### src/rtl/cse_pkg.sv
// Package for the cosine similarity engine: widths, sequencer states and control structs.
package cse_pkg;

  // Accumulator width and derived widths of the ratio datapath
  localparam int ACC_W      = 44;
  localparam int MUL_W      = 2 * ACC_W;
  localparam int ADD_W      = MUL_W + 2;
  localparam int FRAC_W     = 14;
  localparam int QUO_W      = 2 * FRAC_W;
  localparam int Q_W        = FRAC_W + 1;
  localparam int CNT_W      = 6;
  localparam int SIM_W      = 16;
  localparam logic [Q_W-1:0] ONE_Q14 = Q_W'(1 << FRAC_W);

  // Top-level sequencer
  typedef enum logic [1:0] {
    T_IDLE,
    T_MAC,
    T_RATIO,
    T_EMIT
  } top_st_t;

  // Ratio unit sequencer
  typedef enum logic [2:0] {
    R_IDLE,
    R_MULP,
    R_MULR,
    R_CMP,
    R_DIV,
    R_SQRT,
    R_DONE
  } rat_st_t;

  // Control into the accumulator unit
  typedef struct packed {
    logic start;
    logic clear;
  } acc_ctrl_t;

endpackage

### src/rtl/cse_acc.sv
// Accumulator unit: one shared multiplier feeds three saturating accumulators, one per cycle.
module cse_acc #(
  parameter int ELEM_WIDTH = 16
) (
  input  logic                                   clk,
  input  logic                                   rst_n,
  input  cse_pkg::acc_ctrl_t                     ctrl,
  input  logic signed [ELEM_WIDTH-1:0]           elem_a,
  input  logic signed [ELEM_WIDTH-1:0]           elem_b,
  output logic                                   done,
  output logic signed [cse_pkg::ACC_W-1:0]       dot_sum,
  output logic signed [cse_pkg::ACC_W-1:0]       sq_a,
  output logic signed [cse_pkg::ACC_W-1:0]       sq_b
);

  localparam int ACC_W  = cse_pkg::ACC_W;
  localparam int PROD_W = 2 * ELEM_WIDTH;
  localparam int WIDE   = ((PROD_W > ACC_W) ? PROD_W : ACC_W) + 1;
  localparam logic signed [WIDE-1:0] MAXV =
    {{(WIDE-ACC_W+1){1'b0}}, {(ACC_W-1){1'b1}}};
  localparam logic signed [WIDE-1:0] MINV = ~MAXV;

  logic signed [ELEM_WIDTH-1:0] a_r, b_r;
  logic                         busy_r, done_r;
  logic [1:0]                   phase_r;
  logic signed [ACC_W-1:0]      dot_r, sqa_r, sqb_r;

  logic signed [ELEM_WIDTH-1:0] op_x, op_y;
  logic signed [PROD_W-1:0]     prod;
  logic signed [WIDE-1:0]       prod_w, prod_s, acc_w, sum_w, sum_s;
  logic signed [ACC_W-1:0]      acc_sel, acc_nxt;

  // Operand selection per phase: a*b, a*a, b*b
  always_comb begin
    unique case (phase_r)
      2'd0:    begin op_x = a_r; op_y = b_r; acc_sel = dot_r; end
      2'd1:    begin op_x = a_r; op_y = a_r; acc_sel = sqa_r; end
      default: begin op_x = b_r; op_y = b_r; acc_sel = sqb_r; end
    endcase
  end

  // Shared multiplier and saturating add
  always_comb begin
    prod   = op_x * op_y;
    prod_w = WIDE'(prod);
    if (prod_w > MAXV)      prod_s = MAXV;
    else if (prod_w < MINV) prod_s = MINV;
    else                    prod_s = prod_w;
    acc_w = WIDE'(acc_sel);
    sum_w = acc_w + prod_s;
    if (sum_w > MAXV)      sum_s = MAXV;
    else if (sum_w < MINV) sum_s = MINV;
    else                   sum_s = sum_w;
    acc_nxt = sum_s[ACC_W-1:0];
  end

  // Sequencer and accumulators
  always_ff @(posedge clk) begin
    if (!rst_n || ctrl.clear) begin
      busy_r  <= 1'b0;
      done_r  <= 1'b0;
      phase_r <= 2'd0;
      dot_r   <= '0;
      sqa_r   <= '0;
      sqb_r   <= '0;
    end else begin
      done_r <= 1'b0;
      if (ctrl.start) begin
        a_r     <= elem_a;
        b_r     <= elem_b;
        busy_r  <= 1'b1;
        phase_r <= 2'd0;
      end else if (busy_r) begin
        unique case (phase_r)
          2'd0:    dot_r <= acc_nxt;
          2'd1:    sqa_r <= acc_nxt;
          default: sqb_r <= acc_nxt;
        endcase
        if (phase_r == 2'd2) begin
          busy_r <= 1'b0;
          done_r <= 1'b1;
        end
        phase_r <= phase_r + 2'd1;
      end
    end
  end

  assign done    = done_r;
  assign dot_sum = dot_r;
  assign sq_a    = sqa_r;
  assign sq_b    = sqb_r;

  // Sums of squares never go negative
  a_sq_nonneg: assert property (@(posedge clk) disable iff (!rst_n)
    !sqa_r[ACC_W-1] && !sqb_r[ACC_W-1]) else $error("negative sum of squares");

  // Clear empties all accumulators
  a_clear: assert property (@(posedge clk) disable iff (!rst_n)
    ctrl.clear |=> (dot_r == '0 && sqa_r == '0 && sqb_r == '0))
    else $error("accumulators not cleared");

  // Done pulses only at the end of a pass
  a_done: assert property (@(posedge clk) disable iff (!rst_n)
    done_r |-> $past(busy_r) && !busy_r) else $error("stray done");

endmodule

### src/rtl/cse_ratio.sv
// Ratio unit: shift-add multiply, restoring divide and digit square root on one shared adder.
module cse_ratio (
  input  logic                         clk,
  input  logic                         rst_n,
  input  logic                         start,
  input  logic [cse_pkg::ACC_W-1:0]    d_mag,
  input  logic [cse_pkg::ACC_W-1:0]    norm_a,
  input  logic [cse_pkg::ACC_W-1:0]    norm_b,
  output logic                         done,
  output logic [cse_pkg::Q_W-1:0]      q
);

  localparam int ACC_W = cse_pkg::ACC_W;
  localparam int MUL_W = cse_pkg::MUL_W;
  localparam int ADD_W = cse_pkg::ADD_W;
  localparam int QUO_W = cse_pkg::QUO_W;
  localparam int Q_W   = cse_pkg::Q_W;
  localparam int CNT_W = cse_pkg::CNT_W;

  cse_pkg::rat_st_t st_r, st_nxt;

  logic [ACC_W-1:0] d_r, nb_r, mplier_r, mplier_nxt;
  logic [MUL_W-1:0] mcand_r, mcand_nxt, p_r, p_nxt;
  logic [ADD_W-1:0] rem_r, rem_nxt;
  logic [QUO_W-1:0] quo_r, quo_nxt, root_r, root_nxt, bit_r, bit_nxt;
  logic [CNT_W-1:0] cnt_r, cnt_nxt;
  logic [Q_W-1:0]   q_r, q_nxt;

  // Shared add/subtract unit; carry out of a subtract means opa >= opb
  logic [ADD_W-1:0] opa, opb, sum;
  logic             sub, ge;
  logic [ADD_W:0]   full;

  always_comb begin
    full = {1'b0, opa} + {1'b0, (sub ? ~opb : opb)} + {{ADD_W{1'b0}}, sub};
    sum  = full[ADD_W-1:0];
    ge   = full[ADD_W];
  end

  // Sequencer
  always_comb begin
    st_nxt     = st_r;
    mplier_nxt = mplier_r;
    mcand_nxt  = mcand_r;
    p_nxt      = p_r;
    rem_nxt    = rem_r;
    quo_nxt    = quo_r;
    root_nxt   = root_r;
    bit_nxt    = bit_r;
    cnt_nxt    = cnt_r;
    q_nxt      = q_r;
    opa        = '0;
    opb        = '0;
    sub        = 1'b0;
    unique case (st_r)
      cse_pkg::R_IDLE: begin
        if (start) begin
          mcand_nxt  = MUL_W'(norm_a);
          mplier_nxt = norm_b;
          p_nxt      = '0;
          cnt_nxt    = '0;
          st_nxt     = cse_pkg::R_MULP;
        end
      end
      cse_pkg::R_MULP, cse_pkg::R_MULR: begin
        opa = (st_r == cse_pkg::R_MULP) ? ADD_W'(p_r) : rem_r;
        opb = mplier_r[0] ? ADD_W'(mcand_r) : '0;
        if (st_r == cse_pkg::R_MULP) p_nxt = sum[MUL_W-1:0];
        else                         rem_nxt = sum;
        mcand_nxt  = mcand_r << 1;
        mplier_nxt = mplier_r >> 1;
        cnt_nxt    = cnt_r + CNT_W'(1);
        if (cnt_r == CNT_W'(ACC_W - 1)) begin
          cnt_nxt = '0;
          if (st_r == cse_pkg::R_MULP) begin
            mcand_nxt  = MUL_W'(d_r);
            mplier_nxt = d_r;
            rem_nxt    = '0;
            st_nxt     = cse_pkg::R_MULR;
          end else begin
            st_nxt = cse_pkg::R_CMP;
          end
        end
      end
      cse_pkg::R_CMP: begin
        // dot^2 >= normA*normB clamps the ratio to one
        opa = rem_r;
        opb = ADD_W'(p_r);
        sub = 1'b1;
        quo_nxt = '0;
        if (ge) begin
          q_nxt  = cse_pkg::ONE_Q14;
          st_nxt = cse_pkg::R_DONE;
        end else begin
          st_nxt = cse_pkg::R_DIV;
        end
      end
      cse_pkg::R_DIV: begin
        // quotient floor(dot^2 * 2^28 / (normA*normB)), one bit per cycle
        opa = rem_r << 1;
        opb = ADD_W'(p_r);
        sub = 1'b1;
        rem_nxt = ge ? sum : (rem_r << 1);
        quo_nxt = {quo_r[QUO_W-2:0], ge};
        cnt_nxt = cnt_r + CNT_W'(1);
        if (cnt_r == CNT_W'(QUO_W - 1)) begin
          cnt_nxt  = '0;
          root_nxt = '0;
          bit_nxt  = QUO_W'(1) << (QUO_W - 2);
          st_nxt   = cse_pkg::R_SQRT;
        end
      end
      cse_pkg::R_SQRT: begin
        // integer square root, one result bit per cycle
        opa = ADD_W'(quo_r);
        opb = ADD_W'(root_r | bit_r);
        sub = 1'b1;
        if (ge) begin
          quo_nxt  = sum[QUO_W-1:0];
          root_nxt = (root_r >> 1) | bit_r;
        end else begin
          root_nxt = root_r >> 1;
        end
        bit_nxt = bit_r >> 2;
        if (bit_r[0]) begin
          q_nxt  = root_nxt[Q_W-1:0];
          st_nxt = cse_pkg::R_DONE;
        end
      end
      default: begin
        st_nxt = cse_pkg::R_IDLE;
      end
    endcase
  end

  always_ff @(posedge clk) begin
    if (!rst_n) begin
      st_r <= cse_pkg::R_IDLE;
    end else begin
      st_r <= st_nxt;
    end
  end

  // Datapath registers
  always_ff @(posedge clk) begin
    if (st_r == cse_pkg::R_IDLE && start) begin
      d_r  <= d_mag;
      nb_r <= norm_b;
    end
    mplier_r <= mplier_nxt;
    mcand_r  <= mcand_nxt;
    p_r      <= p_nxt;
    rem_r    <= rem_nxt;
    quo_r    <= quo_nxt;
    root_r   <= root_nxt;
    bit_r    <= bit_nxt;
    cnt_r    <= cnt_nxt;
    q_r      <= q_nxt;
  end

  assign done = (st_r == cse_pkg::R_DONE);
  assign q    = q_r;

  // Result never exceeds one
  a_q_range: assert property (@(posedge clk) disable iff (!rst_n)
    done |-> q_r <= cse_pkg::ONE_Q14) else $error("ratio out of range");

  // Divide only runs while dot^2 is below the norm product
  a_rem_bound: assert property (@(posedge clk) disable iff (!rst_n)
    st_r == cse_pkg::R_DIV |-> rem_r < ADD_W'(p_r)) else $error("divide remainder too big");

  // Start is only honored from idle
  a_start: assert property (@(posedge clk) disable iff (!rst_n)
    (st_r == cse_pkg::R_IDLE && start) |=> st_r == cse_pkg::R_MULP && nb_r == $past(norm_b))
    else $error("ratio start lost");

endmodule

### src/rtl/cosine_similarity_engine.sv
// Cosine similarity engine top level: item sequencer, accumulator and ratio units, result register.
//
//  channel  direction  ports                                   handshake
//  in       input      in_elem_a, in_elem_b, in_last           in_valid / in_ready
//  out      output     out_similarity, out_zero_norm           out_valid / out_ready
//
// Between one accept and the next, each pair makes three passes through the shared
// multiplier, then a handoff to the sequencer and a return to idle.
// A last pair with nonzero norms runs 44 + 44 shift-add multiply steps, one compare, 28 divide
// steps and 14 square-root steps on the shared adder; divide and square root are skipped when
// the ratio clamps at one, and the ratio unit is skipped when a norm is zero.
// Reset (rst_n low, synchronous) clears the sequencers and the accumulators.
// A waiting result sits in the output register; the next pair may be accepted meanwhile,
// and the next result waits in T_EMIT, with in_ready low, until that register is taken.
module cosine_similarity_engine #(
  parameter int ELEM_WIDTH = 16
) (
  input  logic                                clk,
  input  logic                                rst_n,
  input  logic                                in_valid,
  output logic                                in_ready,
  input  logic signed [ELEM_WIDTH-1:0]        in_elem_a,
  input  logic signed [ELEM_WIDTH-1:0]        in_elem_b,
  input  logic                                in_last,
  output logic                                out_valid,
  input  logic                                out_ready,
  output logic signed [cse_pkg::SIM_W-1:0]    out_similarity,
  output logic                                out_zero_norm
);

  localparam int ACC_W = cse_pkg::ACC_W;
  localparam int Q_W   = cse_pkg::Q_W;
  localparam int SIM_W = cse_pkg::SIM_W;
  localparam logic signed [SIM_W-1:0] ONE_S = SIM_W'(cse_pkg::ONE_Q14);

  cse_pkg::top_st_t  st_r, st_nxt;
  cse_pkg::acc_ctrl_t acc_ctrl;

  logic                    last_r, last_nxt;
  logic                    acc_done, rat_start, rat_done;
  logic signed [ACC_W-1:0] dot_sum, sq_a, sq_b;
  logic [ACC_W-1:0]        d_mag;
  logic [Q_W-1:0]          rat_q;
  logic [Q_W-1:0]          q_r, q_nxt;
  logic                    zero_r, zero_nxt, neg_r, neg_nxt;
  logic                    ov_r, ov_nxt;
  logic signed [SIM_W-1:0] sim_r, sim_nxt;
  logic                    zn_r, zn_nxt;
  logic                    accept, norm_zero, emit;

  assign accept    = in_valid && in_ready;
  assign norm_zero = (sq_a == '0) || (sq_b == '0);
  assign d_mag     = dot_sum[ACC_W-1] ? (ACC_W'(0) - dot_sum) : dot_sum;
  assign emit      = (st_r == cse_pkg::T_EMIT) && (!ov_r || out_ready);

  cse_acc #(.ELEM_WIDTH(ELEM_WIDTH)) u_acc (
    .clk     (clk),
    .rst_n   (rst_n),
    .ctrl    (acc_ctrl),
    .elem_a  (in_elem_a),
    .elem_b  (in_elem_b),
    .done    (acc_done),
    .dot_sum (dot_sum),
    .sq_a    (sq_a),
    .sq_b    (sq_b)
  );

  cse_ratio u_ratio (
    .clk    (clk),
    .rst_n  (rst_n),
    .start  (rat_start),
    .d_mag  (d_mag),
    .norm_a (sq_a),
    .norm_b (sq_b),
    .done   (rat_done),
    .q      (rat_q)
  );

  // Item sequencer
  always_comb begin
    st_nxt         = st_r;
    last_nxt       = last_r;
    q_nxt          = q_r;
    zero_nxt       = zero_r;
    neg_nxt        = neg_r;
    rat_start      = 1'b0;
    acc_ctrl.start = 1'b0;
    acc_ctrl.clear = 1'b0;
    in_ready       = (st_r == cse_pkg::T_IDLE);
    unique case (st_r)
      cse_pkg::T_IDLE: begin
        if (accept) begin
          acc_ctrl.start = 1'b1;
          last_nxt       = in_last;
          st_nxt         = cse_pkg::T_MAC;
        end
      end
      cse_pkg::T_MAC: begin
        if (acc_done) begin
          neg_nxt  = dot_sum[ACC_W-1];
          zero_nxt = norm_zero;
          q_nxt    = '0;
          if (!last_r) begin
            st_nxt = cse_pkg::T_IDLE;
          end else if (norm_zero) begin
            st_nxt = cse_pkg::T_EMIT;
          end else begin
            rat_start = 1'b1;
            st_nxt    = cse_pkg::T_RATIO;
          end
        end
      end
      cse_pkg::T_RATIO: begin
        if (rat_done) begin
          q_nxt  = rat_q;
          st_nxt = cse_pkg::T_EMIT;
        end
      end
      default: begin
        if (emit) begin
          acc_ctrl.clear = 1'b1;
          st_nxt         = cse_pkg::T_IDLE;
        end
      end
    endcase
  end

  // Output register
  always_comb begin
    ov_nxt  = ov_r && !out_ready;
    sim_nxt = sim_r;
    zn_nxt  = zn_r;
    if (emit) begin
      ov_nxt  = 1'b1;
      sim_nxt = neg_r ? (SIM_W'(0) - SIM_W'(q_r)) : SIM_W'(q_r);
      zn_nxt  = zero_r;
    end
  end

  always_ff @(posedge clk) begin
    if (!rst_n) begin
      st_r <= cse_pkg::T_IDLE;
      ov_r <= 1'b0;
    end else begin
      st_r <= st_nxt;
      ov_r <= ov_nxt;
    end
  end

  always_ff @(posedge clk) begin
    last_r <= last_nxt;
    q_r    <= q_nxt;
    zero_r <= zero_nxt;
    neg_r  <= neg_nxt;
    sim_r  <= sim_nxt;
    zn_r   <= zn_nxt;
  end

  assign out_valid      = ov_r;
  assign out_similarity = sim_r;
  assign out_zero_norm  = zn_r;

  // A zero norm result carries a zero similarity
  a_zero_sim: assert property (@(posedge clk) disable iff (!rst_n)
    (ov_r && zn_r) |-> sim_r == '0) else $error("zero norm with nonzero similarity");

  // Similarity stays within plus or minus one
  a_sim_range: assert property (@(posedge clk) disable iff (!rst_n)
    ov_r |-> (sim_r <= ONE_S) && (sim_r >= -ONE_S))
    else $error("similarity out of range");

  // A result is loaded only when the output slot is free or being taken
  a_no_overwrite: assert property (@(posedge clk) disable iff (!rst_n)
    (ov_r && !out_ready) |=> ov_r && $stable(sim_r) && $stable(zn_r))
    else $error("pending result overwritten");

endmodule

### config.mk
export PLATFORM = sky130hd
export DESIGN_NAME = cosine_similarity_engine
export DESIGN_NICKNAME = d
export VERILOG_FILES = /design/src/rtl/cse_pkg.sv /design/src/rtl/cse_acc.sv /design/src/rtl/cse_ratio.sv /design/src/rtl/cosine_similarity_engine.sv
export SDC_FILE = /design/constraint.sdc
export NUM_CORES = 2
export LEC_CHECK = 0
export ABC_AREA = 1
export BUFFER_PORTS_ARGS = -buffer_cell sky130_fd_sc_hd__buf_2
export CORE_MARGIN = 3
export CORE_UTILIZATION = 55
export DETAILED_ROUTE_END_ITERATION = 7
export PLACE_DENSITY = 0.71
export SYNTH_ARGS = -nofsm -noshare
export SYNTH_HDL_FRONTEND = slang
export SYNTH_SLANG_ARGS = --single-unit
### constraint.sdc
create_clock -name clk -period 17.95 [get_ports clk]
set_input_delay 3.59 -clock clk [delete_from_list [all_inputs] [get_ports clk]]
set_output_delay 3.59 -clock clk [all_outputs]
set_load 0.005 [all_outputs]
==> tab_implementation.tex <==
\begin{tabular}{lr}
\hline
Metric & Value \\
\hline
\multicolumn{2}{l}{\textbf{Timing}} \\
Final period demand of the worst path & 11820 ps \\
Slew headroom & 21.4\% \\
Minimum hold slack & 422 ps \\
Final setup fails & 0 \\
Setup repair after global routing missed its margin & no \\
Final period utilization & 65.9\% \\
Hold Violations, Final & 0 \\
Timing-limited maximum frequency & 0.0846 GHz \\
Accumulated negative setup slack & 0 ps \\
Worst-margin pin slew & 1180 ps \\
Clock skew & 34.4 ps \\
Number of pins exceeding their max-slew limit in the final report & 0 \\
\multicolumn{2}{l}{\textbf{CTS}} \\
Cell at the root of the clock tree & sky130\_fd\_sc\_hd\_\_clkbuf\_16 \\
Clock Latency Late Sink & 660 ps \\
Number of instances resized during post-cts repair & 0 \\
CTS H-Tree Depth & 3 \\
Clock edge transition at the registers on the reported setup and hold paths & 60 ps \\
Number of CTS-inserted buffers & 72 \\
\# Post-CTS Setup Buffers & 0 \\
Largest buffer count on any clock path & 3 \\
Post-cts hold buffer count & 0 \\
CTS tree & yes \\
Clock Sinks & 653 \\
\multicolumn{2}{l}{\textbf{Final layout}} \\
Post-route cell area & 56900 um\^{}2 \\
Fraction of final layout cells sized beyond drive strength 1 & 4.96\% \\
Layout fillers & 8889 \\
Commonest cells after routing, fill and taps aside & sky130\_fd\_sc\_hd\_\_nand2\_1 (1354), sky130\_fd\_sc\_hd\_\_inv\_1 (1212), sky130\_fd\_sc\_hd\_\_nor2\_1 (795) \\
Most common library cell in the layout ignoring fill and taps & sky130\_fd\_sc\_hd\_\_nand2\_1 \\
Multi-input gate area & 29300 um\^{}2 \\
Sequential cell area & 18200 um\^{}2 \\
Area growth from synthesis to layout & 6.83\% \\
Final net count & 7383 \\
\multicolumn{2}{l}{\textbf{Global routing}} \\
Wire length of the first global-routing pass & 282 mm \\
Leftover overflow at the end of global routing & 0 \\
Initial antenna violation count & 1 \\
Maximum number of pins on one net before global-route repair & 110 \\
Aggregate global-route resource usage & 36.4\% \\
Number of global-route vias before repair & 47600 \\
\multicolumn{2}{l}{\textbf{Logic synthesis}} \\
Post-synthesis async set-or-reset flop share & 0\% \\
Gate Count Post-Synth & 6947 \\
Avg Cell Area, Syn & 7.67 um\^{}2 \\
Warnings from Yosys & 0 \\
Synthesized net count & 7474 \\
Register bit total from synthesis & 653 \\
Cell area after synthesis & 53300 um\^{}2 \\
Part of the Yosys area used for sequential elements & 34.1\% \\
Number of distinct library cells after synthesis & 66 \\
Most frequently used flop master after synthesis & sky130\_fd\_sc\_hd\_\_edfxtp\_1 \\
Count of flip-flops with a built-in enable after synthesis & 511 \\
\multicolumn{2}{l}{\textbf{Die}} \\
Number of placement rows & 113 \\
Die Span X & 317 um \\
Top-Level Pins & 56 \\
Total core area & 95600 um\^{}2 \\
Overall die height & 317 um \\
DIE AREA & 101000 um\^{}2 \\
Initial standard-cell utilization of the core & 55.7\% \\
\multicolumn{2}{l}{\textbf{Hold path}} \\
Number of cells traversed by the worst hold path & 0 \\
Hold path startpoint & zero\_r \\
Hold endpoint & out\_zero\_norm \\
Tightest Hold Check Type & flop to flop \\
\multicolumn{2}{l}{\textbf{Placement}} \\
Placed cell area & 54500 um\^{}2 \\
Final RePlAce weighted congestion & 1.04 \\
Post-detail-place hpwl & 138 mm \\
Port Buffers & 55 \\
\multicolumn{2}{l}{\textbf{Detailed routing}} \\
Drt via density & 5.96 \\
Pre-antenna DRT Iters & 8 \\
Average wire per standard cell & 22.5 um \\
Number of routed nets with antenna violations & 0 \\
Count of unresolved DRC violations after routing & 2 \\
DR vias & 48800 \\
Routed Wire Length & 184 mm \\
Iteration-0 DRC count of the detailed router & 5465 \\
\multicolumn{2}{l}{\textbf{Critical path}} \\
Type of origin of the critical path & flop \\
Data arrival at the endpoint of the critical path & 12350 ps \\
Type of the worst setup path & flop to flop \\
Setup crit start & u\_acc.phase\_r[1] \\
Startpoint of the worst register-to-register path & u\_acc.phase\_r[1] \\
Data required time of the critical path & 18470 ps \\
Most prevalent standard cell on the critical path & sky130\_fd\_sc\_hd\_\_inv\_1 \\
Slack of the worst reg-to-reg path & 6130 ps \\
Setup crit end kind & flop \\
Cell depth of the worst flop-to-flop path & 45 \\
Capture instance of the worst register-to-register path & u\_acc.dot\_sum[3] \\
Slowest Stage Delay on Critical Path & 750 ps \\
Worst-path cell with the longest stage delay & sky130\_fd\_sc\_hd\_\_buf\_4 \\
Crit-path max FO & 66 \\
\multicolumn{2}{l}{\textbf{Run}} \\
Max Cap Violations & 0 \\
\multicolumn{2}{l}{\textbf{Outcome}} \\
Run status & complete, but fails checks \\
Failing checks & DRC \\
\hline
\end{tabular}
logic make-up after synthesis:
logic type      synth area share, %
simple gates                   20.1
buf+inv                        11.0
compound gates                 16.2
flops                          34.1
fa+ha+maj                      15.2
xor+xnor                       3.33
Yosys cell counts (7+ instances only):
| master | n | area [um^2] |
|---|---|---|
| sky130_fd_sc_hd__nand4_1 | 55 | 344 |
| sky130_fd_sc_hd__nand2_2 | 19 | 119 |
| sky130_fd_sc_hd__a221oi_1 | 8 | 70.1 |
| sky130_fd_sc_hd__clkbuf_1 | 217 | 815 |
| sky130_fd_sc_hd__inv_2 | 20 | 75.1 |
| sky130_fd_sc_hd__a21oi_1 | 472 | 2360 |
| sky130_fd_sc_hd__edfxtp_1 | 511 | 15300 |
| sky130_fd_sc_hd__a21o_1 | 22 | 165 |
| sky130_fd_sc_hd__ha_1 | 226 | 2830 |
| sky130_fd_sc_hd__a22o_1 | 9 | 78.8 |
| sky130_fd_sc_hd__inv_1 | 1217 | 4570 |
| sky130_fd_sc_hd__a31oi_1 | 67 | 419 |
| sky130_fd_sc_hd__o221ai_1 | 96 | 841 |
| sky130_fd_sc_hd__o21bai_1 | 19 | 143 |
| sky130_fd_sc_hd__o21a_1 | 23 | 173 |
| sky130_fd_sc_hd__fa_1 | 264 | 5290 |
| sky130_fd_sc_hd__o2111ai_1 | 11 | 96.3 |
| sky130_fd_sc_hd__o22ai_1 | 75 | 469 |
| sky130_fd_sc_hd__o21ai_1 | 91 | 455 |
| sky130_fd_sc_hd__buf_4 | 12 | 90.1 |
| sky130_fd_sc_hd__clkinv_1 | 7 | 26.3 |
| sky130_fd_sc_hd__buf_1 | 21 | 78.8 |
| sky130_fd_sc_hd__o211ai_1 | 63 | 473 |
| sky130_fd_sc_hd__dfxtp_1 | 142 | 2840 |
| sky130_fd_sc_hd__nor2_1 | 803 | 3010 |
| sky130_fd_sc_hd__nand2_1 | 1359 | 5100 |
| sky130_fd_sc_hd__nor4_1 | 26 | 163 |
| sky130_fd_sc_hd__o21ai_0 | 412 | 2060 |
| sky130_fd_sc_hd__a21boi_0 | 7 | 52.6 |
| sky130_fd_sc_hd__nor2_2 | 9 | 56.3 |
| sky130_fd_sc_hd__buf_2 | 34 | 170 |
| sky130_fd_sc_hd__nor3_1 | 79 | 395 |
| sky130_fd_sc_hd__a32o_1 | 22 | 220 |
| sky130_fd_sc_hd__a221o_1 | 7 | 70.1 |
| sky130_fd_sc_hd__o32ai_1 | 22 | 193 |
| sky130_fd_sc_hd__xnor2_1 | 81 | 709 |
| sky130_fd_sc_hd__nand2_4 | 12 | 135 |
| sky130_fd_sc_hd__nand3_1 | 212 | 1060 |
| sky130_fd_sc_hd__a211oi_1 | 7 | 52.6 |
| sky130_fd_sc_hd__xor2_1 | 118 | 1030 |
| sky130_fd_sc_hd__or2_2 | 12 | 75.1 |
worst max-delay path, delay by kind of cell (launching register included):
kind	cells	cell delay, ps
AO/OA/AOI/OAI	8	1960
adder cells (fa/ha/maj)	9	4430
XOR/XNOR	1	110
buffers and inverters	12	2560
flip-flops	1	340
AND/OR/NAND/NOR	15	2240
stage by stage:
stage	utilization, %	setup WS (ps)	cells
2_1_floorplan	-	9080	6947
3_3_place_gp	57.1	6460	8047
3_5_place_dp	57.1	6260	8047
4_1_cts	59.5	6230	8179
5_1_grt	59.5	5260	8179
6_report	59.5	6130	8181
worst max-delay path by stage:
| stage | endpoint | slack [ps] | depth (start not counted) |
|---|---|---|---|
| 4_1_cts | u_acc.dot_sum[3] | 6230 | 42 |
| 2_1_floorplan | u_acc.sq_a[7] | 9080 | 41 |
| 6_report | u_acc.dot_sum[3] | 6130 | 45 |
| 5_1_grt | u_acc.sq_a[5] | 5260 | 46 |
| 3_3_place_gp | u_acc.dot_sum[4] | 6460 | 43 |
| 3_5_place_dp | u_acc.sq_a[39] | 6260 | 42 |
flip-flops by register name, indices dropped and copies added (netlist names), 16 cells and up:
register	cells
out_similarity	16
u_acc.a_r	16
u_acc.b_r	16
u_acc.dot_sum	44
u_acc.sq_a	44
u_acc.sq_b	44
u_ratio.d_r	44
u_ratio.mcand_r	88
u_ratio.mplier_r	44
u_ratio.p_r	88
u_ratio.quo_r	28
u_ratio.rem_r	90
u_ratio.root_r	27
routing by layer:
metal  global-route usage (%)  vias to the layer above  part of all wire, %
met4                     16.2                        2                  4.9
met1                     46.8                    23200                   39
met5                        0                        -               0.0071
met2                     60.7                     2450                   47
met3                     5.98                      474                  8.9
li1                         -                    22600                    -
final cells by class:
type,count,area share [%]
Multi-Input combinational cell,4762,51.5
Sequential cell,653,32.0
Inverter,1244,8.22
Clock buffer,94,3.49
Tap cell,1265,2.78
Timing Repair Buffer,123,1.38
Clock inverter,38,0.660
Antenna cell,2,0.00879
Power is left out: the tool's default activity adds up to more than one toggle a clock period on the data nets, which glitch-free logic cannot reach.
